--- src/hdl/lwbc_pkg.sv ---
// Package for the LRU write-back block cache controller.
// Types, codes and constants; no dependencies.
package lwbc_pkg;

  localparam int CacheSlotsDefault = 16;

  localparam logic [1:0] OP_READ  = 2'd0;
  localparam logic [1:0] OP_MARK  = 2'd1;
  localparam logic [1:0] OP_FLUSH = 2'd2;

  localparam logic [2:0] ACT_HIT    = 3'd0;
  localparam logic [2:0] ACT_EVICT  = 3'd1;
  localparam logic [2:0] ACT_FILL   = 3'd2;
  localparam logic [2:0] ACT_MARKED = 3'd3;
  localparam logic [2:0] ACT_FLUSHW = 3'd4;
  localparam logic [2:0] ACT_DONE   = 3'd5;
  localparam logic [2:0] ACT_RANGE  = 3'd6;
  localparam logic [2:0] ACT_NOTC   = 3'd7;

  localparam logic [1:0] REG_TOTAL = 2'd0;
  localparam logic [1:0] REG_LBS   = 2'd1;
  localparam logic [1:0] REG_DLS   = 2'd2;
  localparam logic [1:0] REG_WR    = 2'd3;

  localparam int CfgIdxW = 32;

  typedef struct packed {
    logic [1:0]  operation;
    logic [31:0] block_number;
  } in_item_t;

  typedef struct packed {
    logic [2:0]  action;
    logic [3:0]  slot;
    logic [31:0] target_block;
    logic [31:0] sector_address;
    logic [16:0] sector_count;
    logic        last;
  } out_item_t;

  typedef enum logic [2:0] {
    S_IDLE, S_SCAN, S_DECIDE, S_SHIFT, S_FLUSH, S_EMIT
  } be_state_t;

endpackage

--- src/hdl/lwbc_front.sv ---
// Front end: accepts input beats, drops unused operations, queues the rest.
// Depends on lwbc_pkg.
module lwbc_front (
  input  logic               clk,
  input  logic               rst,
  input  logic               in_valid,
  output logic               in_ready,
  input  lwbc_pkg::in_item_t in_data,
  output logic               q_valid,
  input  logic               q_ready,
  output lwbc_pkg::in_item_t q_data
);
  lwbc_pkg::in_item_t buf0, buf1;
  logic [1:0] cnt;

  logic push, pop;
  assign in_ready = (cnt != 2'd2);
  assign push = in_valid && in_ready && (in_data.operation != 2'd3);
  assign pop  = q_valid && q_ready;
  assign q_valid = (cnt != 2'd0);
  assign q_data = buf0;

  always_ff @(posedge clk) begin
    if (rst) begin
      cnt <= 2'd0;
    end else begin
      cnt <= cnt + {1'b0, push} - {1'b0, pop};
    end
  end

  always_ff @(posedge clk) begin
    if (pop) begin
      buf0 <= (cnt == 2'd2) ? buf1 : in_data;
      if (push && cnt == 2'd2) buf1 <= in_data;
    end else if (push) begin
      if (cnt == 2'd0) buf0 <= in_data;
      else buf1 <= in_data;
    end
  end
endmodule

--- src/hdl/lwbc_back.sv ---
// Back end: tag scan, recency update, writeback/fill and flush sequencing.
// Depends on lwbc_pkg.
module lwbc_back #(
  parameter int CACHE_SLOTS = lwbc_pkg::CacheSlotsDefault
) (
  input  logic                clk,
  input  logic                rst,
  input  logic                q_valid,
  output logic                q_ready,
  input  lwbc_pkg::in_item_t  q_data,
  input  logic [31:0]         total_blocks,
  input  logic [2:0]          log_block_size,
  input  logic [4:0]          device_log_sector,
  input  logic                writable,
  output logic                out_valid,
  input  logic                out_ready,
  output lwbc_pkg::out_item_t out_data
);
  localparam int PW = $clog2(CACHE_SLOTS);

  logic [PW-1:0] order [CACHE_SLOTS];
  logic [31:0]   tag   [CACHE_SLOTS];
  logic [CACHE_SLOTS-1:0] vld, drt;

  lwbc_pkg::be_state_t state, state_next;
  lwbc_pkg::in_item_t cur;
  logic [PW-1:0] pos;
  logic          found;
  logic [PW-1:0] hpos;
  logic [PW-1:0] held;
  logic          filling;

  logic [PW-1:0] ps;
  assign ps = order[pos];

  // geometry
  logic signed [6:0] sl;
  logic geo_ok;
  logic [4:0] sh;
  assign sl = $signed({4'd0, log_block_size}) + 7'sd10 - $signed({2'd0, device_log_sector});
  assign geo_ok = (sl >= 0) && (sl <= 16);
  assign sh = sl[4:0];

  function automatic lwbc_pkg::out_item_t cmd(input logic [2:0] a, input logic [PW-1:0] s,
      input logic [31:0] b, input logic l, input logic [4:0] k);
    lwbc_pkg::out_item_t o;
    o.action = a;
    o.slot = 4'(s);
    o.target_block = b;
    o.sector_address = b << k;
    o.sector_count = 17'd1 << k;
    o.last = l;
    return o;
  endfunction

  function automatic lwbc_pkg::out_item_t simple(input logic [2:0] a, input logic [PW-1:0] s,
      input logic [31:0] b);
    lwbc_pkg::out_item_t o;
    o = '0;
    o.action = a;
    o.slot = 4'(s);
    o.target_block = b;
    o.last = 1'b1;
    return o;
  endfunction

  assign q_ready = (state == lwbc_pkg::S_IDLE);
  logic out_free;
  assign out_free = !out_valid || out_ready;

  // a beat is loaded into the output register this cycle
  logic emit;
  assign emit = out_free && ((state == lwbc_pkg::S_DECIDE) || (state == lwbc_pkg::S_EMIT) ||
    (state == lwbc_pkg::S_FLUSH && (drt[ps] || pos == '0)));

  always_ff @(posedge clk) begin
    if (rst) state <= lwbc_pkg::S_IDLE;
    else state <= state_next;
  end

  always_ff @(posedge clk) begin
    if (rst) out_valid <= 1'b0;
    else if (emit) out_valid <= 1'b1;
    else if (out_ready) out_valid <= 1'b0;
  end

  always_comb begin
    state_next = state;
    unique case (state)
      lwbc_pkg::S_IDLE:
        if (q_valid) state_next = (q_data.operation == lwbc_pkg::OP_FLUSH) ?
          (writable ? lwbc_pkg::S_FLUSH : lwbc_pkg::S_EMIT) : lwbc_pkg::S_SCAN;
      lwbc_pkg::S_SCAN:
        if (pos == '0) state_next = lwbc_pkg::S_DECIDE;
      lwbc_pkg::S_DECIDE: state_next = state;
      lwbc_pkg::S_SHIFT:
        if (pos == PW'(CACHE_SLOTS - 1)) state_next = lwbc_pkg::S_IDLE;
      lwbc_pkg::S_FLUSH: state_next = state;
      lwbc_pkg::S_EMIT:
        if (out_free) state_next = lwbc_pkg::S_IDLE;
      default: state_next = lwbc_pkg::S_IDLE;
    endcase
    if (state == lwbc_pkg::S_DECIDE && out_free) begin
      if (found) state_next = (hpos == PW'(CACHE_SLOTS - 1)) ?
        lwbc_pkg::S_IDLE : lwbc_pkg::S_SHIFT;
      else if (cur.operation == lwbc_pkg::OP_MARK) state_next = lwbc_pkg::S_IDLE;
      else if (drt[order[0]] && !filling) begin
        if (!(geo_ok && tag[order[0]] < total_blocks)) state_next = lwbc_pkg::S_IDLE;
      end else if (!(geo_ok && cur.block_number < total_blocks)) state_next = lwbc_pkg::S_IDLE;
      else state_next = lwbc_pkg::S_SHIFT;
    end
    if (state == lwbc_pkg::S_FLUSH && out_free) begin
      if (drt[ps] && !(geo_ok && tag[ps] < total_blocks)) state_next = lwbc_pkg::S_IDLE;
      else if (pos == '0) state_next = drt[ps] ? lwbc_pkg::S_EMIT : lwbc_pkg::S_IDLE;
    end
  end

  always_ff @(posedge clk) begin
    if (rst) begin
      for (int i = 0; i < CACHE_SLOTS; i++) order[i] <= PW'(i);
      vld <= '0;
      drt <= '0;
    end else begin
      unique case (state)
        lwbc_pkg::S_IDLE:
          if (q_valid) begin
            cur <= q_data;
            pos <= PW'(CACHE_SLOTS - 1);
            found <= 1'b0;
            filling <= 1'b0;
          end
        lwbc_pkg::S_SCAN: begin
          if (!found && vld[ps] && tag[ps] == cur.block_number) begin
            found <= 1'b1;
            hpos <= pos;
          end
          pos <= pos - PW'(1);
        end
        lwbc_pkg::S_DECIDE:
          if (out_free) begin
            if (found) begin
              if (cur.operation == lwbc_pkg::OP_MARK) begin
                out_data <= simple(lwbc_pkg::ACT_MARKED, order[hpos], cur.block_number);
                drt[order[hpos]] <= 1'b1;
              end else
                out_data <= simple(lwbc_pkg::ACT_HIT, order[hpos], cur.block_number);
              pos <= hpos;
              held <= order[hpos];
            end else if (cur.operation == lwbc_pkg::OP_MARK) begin
              out_data <= simple(lwbc_pkg::ACT_NOTC, '0, cur.block_number);
            end else if (drt[order[0]] && !filling) begin
              filling <= 1'b1;
              if (geo_ok && tag[order[0]] < total_blocks)
                out_data <= cmd(lwbc_pkg::ACT_EVICT, order[0], tag[order[0]], 1'b0, sh);
              else
                out_data <= simple(lwbc_pkg::ACT_RANGE, order[0], tag[order[0]]);
            end else begin
              drt[order[0]] <= 1'b0;
              if (geo_ok && cur.block_number < total_blocks) begin
                out_data <= cmd(lwbc_pkg::ACT_FILL, order[0], cur.block_number, 1'b1, sh);
                tag[order[0]] <= cur.block_number;
                vld[order[0]] <= 1'b1;
                pos <= '0;
                held <= order[0];
              end else begin
                out_data <= simple(lwbc_pkg::ACT_RANGE, order[0], cur.block_number);
                vld[order[0]] <= 1'b0;
              end
            end
          end
        lwbc_pkg::S_SHIFT: begin
          if (pos == PW'(CACHE_SLOTS - 1)) order[pos] <= held;
          else order[pos] <= order[pos + PW'(1)];
          pos <= pos + PW'(1);
        end
        lwbc_pkg::S_FLUSH:
          if (out_free) begin
            if (drt[ps]) begin
              if (geo_ok && tag[ps] < total_blocks) begin
                out_data <= cmd(lwbc_pkg::ACT_FLUSHW, ps, tag[ps], 1'b0, sh);
                drt[ps] <= 1'b0;
              end else
                out_data <= simple(lwbc_pkg::ACT_RANGE, ps, tag[ps]);
            end else if (pos == '0) begin
              out_data <= simple(lwbc_pkg::ACT_DONE, '0, '0);
            end
            pos <= pos - PW'(1);
          end
        lwbc_pkg::S_EMIT:
          if (out_free) begin
            out_data <= simple(lwbc_pkg::ACT_DONE, '0, '0);
          end
        default: ;
      endcase
    end
  end
endmodule

--- src/hdl/lru_writeback_block_cache.sv ---
// A read/mark scans all CACHE_SLOTS positions, then a recency shift of up to
// CACHE_SLOTS positions; flush walks one slot per cycle unless the output stalls.
// The back end works on one item at a time.
// A two-entry queue lets the front take items while the back works.
// Reset (rst, synchronous): recency identity, all slots invalid and clean,
// registers 0, 0, 9, 0.
module lru_writeback_block_cache #(
  parameter int CACHE_SLOTS = lwbc_pkg::CacheSlotsDefault
) (
  input  logic                clk,
  input  logic                rst,
  input  logic                in_valid,
  output logic                in_ready,
  input  lwbc_pkg::in_item_t  in_data,
  output logic                out_valid,
  input  logic                out_ready,
  output lwbc_pkg::out_item_t out_data,
  input  logic                cfg_valid,
  output logic                cfg_ready,
  input  logic [lwbc_pkg::CfgIdxW-1:0] cfg_index,
  input  logic [31:0]         cfg_data
);
  logic [31:0] total_blocks;
  logic [2:0]  log_block_size;
  logic [4:0]  device_log_sector;
  logic        writable;

  assign cfg_ready = 1'b1;

  always_ff @(posedge clk) begin
    if (rst) begin
      total_blocks <= '0;
      log_block_size <= '0;
      device_log_sector <= 5'd9;
      writable <= 1'b0;
    end else if (cfg_valid && cfg_index[31:2] == '0) begin
      unique case (cfg_index[1:0])
        lwbc_pkg::REG_TOTAL: total_blocks <= cfg_data;
        lwbc_pkg::REG_LBS:   log_block_size <= cfg_data[2:0];
        lwbc_pkg::REG_DLS:   device_log_sector <= cfg_data[4:0];
        lwbc_pkg::REG_WR:    writable <= cfg_data[0];
        default: ;
      endcase
    end
  end

  logic q_valid, q_ready;
  lwbc_pkg::in_item_t q_data;

  lwbc_front u_front (
    .clk, .rst, .in_valid, .in_ready, .in_data,
    .q_valid, .q_ready, .q_data
  );

  lwbc_back #(.CACHE_SLOTS(CACHE_SLOTS)) u_back (
    .clk, .rst, .q_valid, .q_ready, .q_data,
    .total_blocks, .log_block_size, .device_log_sector, .writable,
    .out_valid, .out_ready, .out_data
  );
endmodule

--- config.mk ---
export PLATFORM = sky130hd
export DESIGN_NAME = lru_writeback_block_cache
export DESIGN_NICKNAME = d
export VERILOG_FILES = /design/src/hdl/lwbc_pkg.sv /design/src/hdl/lwbc_front.sv /design/src/hdl/lwbc_back.sv /design/src/hdl/lru_writeback_block_cache.sv
export SDC_FILE = /design/constraint.sdc
export NUM_CORES = 2
export LEC_CHECK = 0
export BUFFER_PORTS_ARGS = -buffer_cell sky130_fd_sc_hd__buf_2
export CAP_MARGIN = 20
export CORE_MARGIN = 3
export CORE_UTILIZATION = 50
export CTS_CLUSTER_DIAMETER = 60
export DETAILED_ROUTE_END_ITERATION = 8
export GPL_TIMING_DRIVEN = 1
export PLACE_DENSITY_LB_ADDON = 0.05
export SLEW_MARGIN = 10
export SYNTH_ARGS = -nofsm -noshare
export SYNTH_HDL_FRONTEND = slang
export SYNTH_HIERARCHICAL = 1
export SYNTH_SLANG_ARGS = --single-unit
export TNS_END_PERCENT = 20
--- constraint.sdc ---
create_clock -name clk -period 10.25 [get_ports clk]
set_input_delay 3.075 -clock clk [delete_from_list [all_inputs] [get_ports clk]]
set_output_delay 3.075 -clock clk [all_outputs]
set_load 0.005 [all_outputs]
==> qor.csv <==
metric,value,unit
initial DRC count,4073,
IO buf count,193,
"Data arrival, critical path",8.28,ns
"Slew Viols, Final",0,
crit path time final,7.79,ns
critical path type,reg -> reg,
Crit. path cell count,21,
nets,4335,
vias in the first global route,34083,
status,finished clean,
initial antenna violation count,5,
dominant synthesized flop cell,edfxtp_1,
Worst R2R Path Depth,21,
"Core Util, Final",56.9,%
cts hold-fix bufs,0,
diode count,0,
Root Buffer,clkbuf_16,
clock sink count,868,
CTS tree,done,
DPL Wire Length,110,mm
kind of start point of the critical path,register,
Worst-path clk slew,0.06,ns
Die Y,321,um
syn nets,4197,
Least-Margin Pin Slew,1.13,ns
die footprint,0.103,sq mm
vias per inst,6.47,
Fin Clk Skew,0.0223,ns
setup repair bufs after CTS,0,
post-synthesis adder-cell area fraction,2.76,%
Leak,20.7,nW
Hold Path Class,reg -> reg,
Clock Latency Late Sink,0.69,ns
maximum number of pins on one net before global-route repair,122,
vias,35466,
CP max stage delay,0.85,ns
Compound-Gate Fraction of Synth Area,8.12,%
ys async rst share,0,%
CP Max Fanout,66,
Num CTS Buffers,100,
sequential area share after synthesis,50.7,%
cells after synthesis,3985,
first-pass GRT wire length,239,mm
grt ovf,0,
WL per Instance,30.2,um
final setup fails,0,
number of synthesized register bits,868,
Die W,321,um
mux cell area share after synthesis,23.8,%
Fin. Hold Viols,0,
First-pass DRT Iterations,7,
RSZ-0062 raised after global routing,no,
Post-synth EDFFs,781,
crit path cell chain,mux4_2 > mux2_2 > buf_4 > mux2_8 > buf_12 > mux2i_1 > mux2i_1 > o22ai_1 > nor2_1 > ha_1 > nand4_1 > nor4_1 > nand2_1 > a21oi_1 > a2111oi_0 > o311ai_0 > a221oi_4 > nand2_1 > nor2_2 > nand3_1 > o311ai_1,
Yosys cell types,88,
I/O pins,195,
clk buf depth,3,
CP Capture Type,register,
Buffers & Inverters on Critical Path,2,
CP max stage cell,dfxtp_1,
data required time at the worst endpoint,10.74,ns
number of remaining DRC errors,0,
Setup TNS,0,ns
f_max,128,MHz
layout cells sized above 1,21.2,%
GRT Total Usage,31.8,%
row cnt,114,
H-tree depth,3,
GPL Wtd Cong,0.949,
Syn-to-layout area delta,11.9,%
simple-gate share of the synthesized area,10.7,%
Post-Syn Area,0.0497,sq mm
Synth Area per Inst,12.5,sq um
hold depth,0,
Pwr per Cell Area,242,mW/mm^2
post-cts sizing count,0,
Post-Synth XOR/XNOR Area,0.751,%
antenna-violating nets left,0,
Slew HR,24.4,%
Top delay family on crit path,simple AND/OR/NAND/NOR gates,
initial core utilization,50.9,%
main combinational cell family by area after synthesis,multiplexers,
Ys Warns,6,
MaxCap Viol Count,0,
worst hold slack,0.416,ns
Post-Route WL,165,mm
Final period util,76.0,%
Max rail drop VDD,0.228,mV
CORE AREA,0.0976,sq mm
## where the power goes
part,switching [mW],internal [mW],leakage (nW)
registers,0.127,4.20,7.74
logic,3.57,2.00,11.4
clock network,1.47,2.07,1.59
total,5.17,8.27,20.7
## area by class of cell
type	count	area, sq um
well taps	1276	1600
multi-input cells	2756	23200
flip-flops and latches	868	25200
clock inverters	57	547
clock buffers	127	2710
repair buffers	318	1980
fillers	8056	42000
inverters	79	297
## worst reg2reg max path, cell delays in order, from the launching register on
cell	delay, ns
dfxtp_1	0.85
mux4_2	0.62
mux2_2	0.28
buf_4	0.31
mux2_8	0.66
buf_12	0.40
mux2i_1	0.18
mux2i_1	0.16
o22ai_1	0.10
nor2_1	0.62
ha_1	0.39
nand4_1	0.11
nor4_1	0.11
nand2_1	0.10
a21oi_1	0.07
a2111oi_0	0.33
o311ai_0	0.34
a221oi_4	0.60
nand2_1	0.47
nor2_2	0.62
nand3_1	0.16
o311ai_1	0.12
## sequential cells by signal, indices dropped and copies added, names as in the netlist, 5 cells and up, named ones only
name / count
u_back/order: 64
u_front/q_data: 34
total_blocks: 32
u_back/cur: 34
u_front/buf1: 34
device_log_sector: 5
u_back/tag: 512
u_back/drt: 16
u_back/out_data: 89
## path summary, 6_finish.rpt
path                                    startpoint             endpoint  slack [ns]
worst max-delay path                      register  u_back/out_data[42]        2.46
worst min register to register  u_front/q_data[14]       u_back/cur[14]        0.42
worst min-delay path            u_front/q_data[14]       u_back/cur[14]        0.42
worst max register to register            register  u_back/out_data[42]        2.46
## per-layer routing
layer / share of wire (%) / vias to the layer above / global-route usage (%) / wire, um
met1: 42 / 17777 / 45.1 / 69700
li1: - / 15515 / - / -
met3: 8.4 / 334 / 5.10 / 14000
met2: 45 / 1838 / 49.3 / 74500
met5: 0.0079 / - / 0 / 13
met4: 4.3 / 2 / 12.6 / 7190
## cells by family after synthesis
group,after synthesis
buffers and inverters,361
other,1
AND/OR/NAND/NOR,1117
adder cells (fa/ha/maj),109
AO/OA/AOI/OAI,631
flip-flops,868
XOR/XNOR,41
multiplexers,857
## cells in the mapped netlist, drive strengths merged (4+ instances only)
library cell	count	area, sq um
a21o	42	315
and2	10	62.6
o211ai	16	120
a221oi	13	175
a2111oi	4	47.6
o22a	9	78.8
dfxtp	87	1740
o22ai	79	494
o21a	10	75.1
a22o	7	61.3
nor3	83	415
mux2	108	1330
mux2i	508	5080
nand2b	155	970
xnor2	22	193
a31oi	25	156
mux4	241	5430
o221ai	4	41.3
a22oi	19	143
or2	14	87.6
clkbuf	181	679
nand3	63	315
nand4	25	178
o21ai	169	846
a31o	4	35.0
buf	101	562
xor2	18	158
nor2	214	806
or3	6	37.5
inv	76	285
edfxtp	781	23500
nor2b	63	394
o2111ai	4	47.6
nor4	22	225
ha	108	1350
nand2	447	1680
a21oi	145	726
a211oi	41	308
a221o	4	40.0
## per-stage QoR
step           std cells  power, mW  instance area (sq um)  setup slack (ns)
3_5_place_dp        5295       9.85                  52300              2.56
2_1_floorplan       3985       7.91                  49700            0.0991
6_report            5481       13.4                  55600              2.46
3_3_place_gp        5294       9.83                  52300              2.73
5_1_grt             5481       14.0                  55600              2.06
4_1_cts             5479       13.4                  55500              2.50
## cell usage in the layout (no fill, tap or decap), types with 72 or more instances in the layout
cell and count:
a21oi_1 145, buf_2 192, buf_4 120, clkbuf_16 104, dfxtp_1 86, edfxtp_1 781, ha_1 106, inv_1 72
mux2i_1 503, mux4_2 240, nand2_1 446, nand2b_1 155, nor2_1 199, nor3_1 76, o21ai_0 137, o22ai_1 77
No activity file was read; power rests on OpenSTA's default activity.
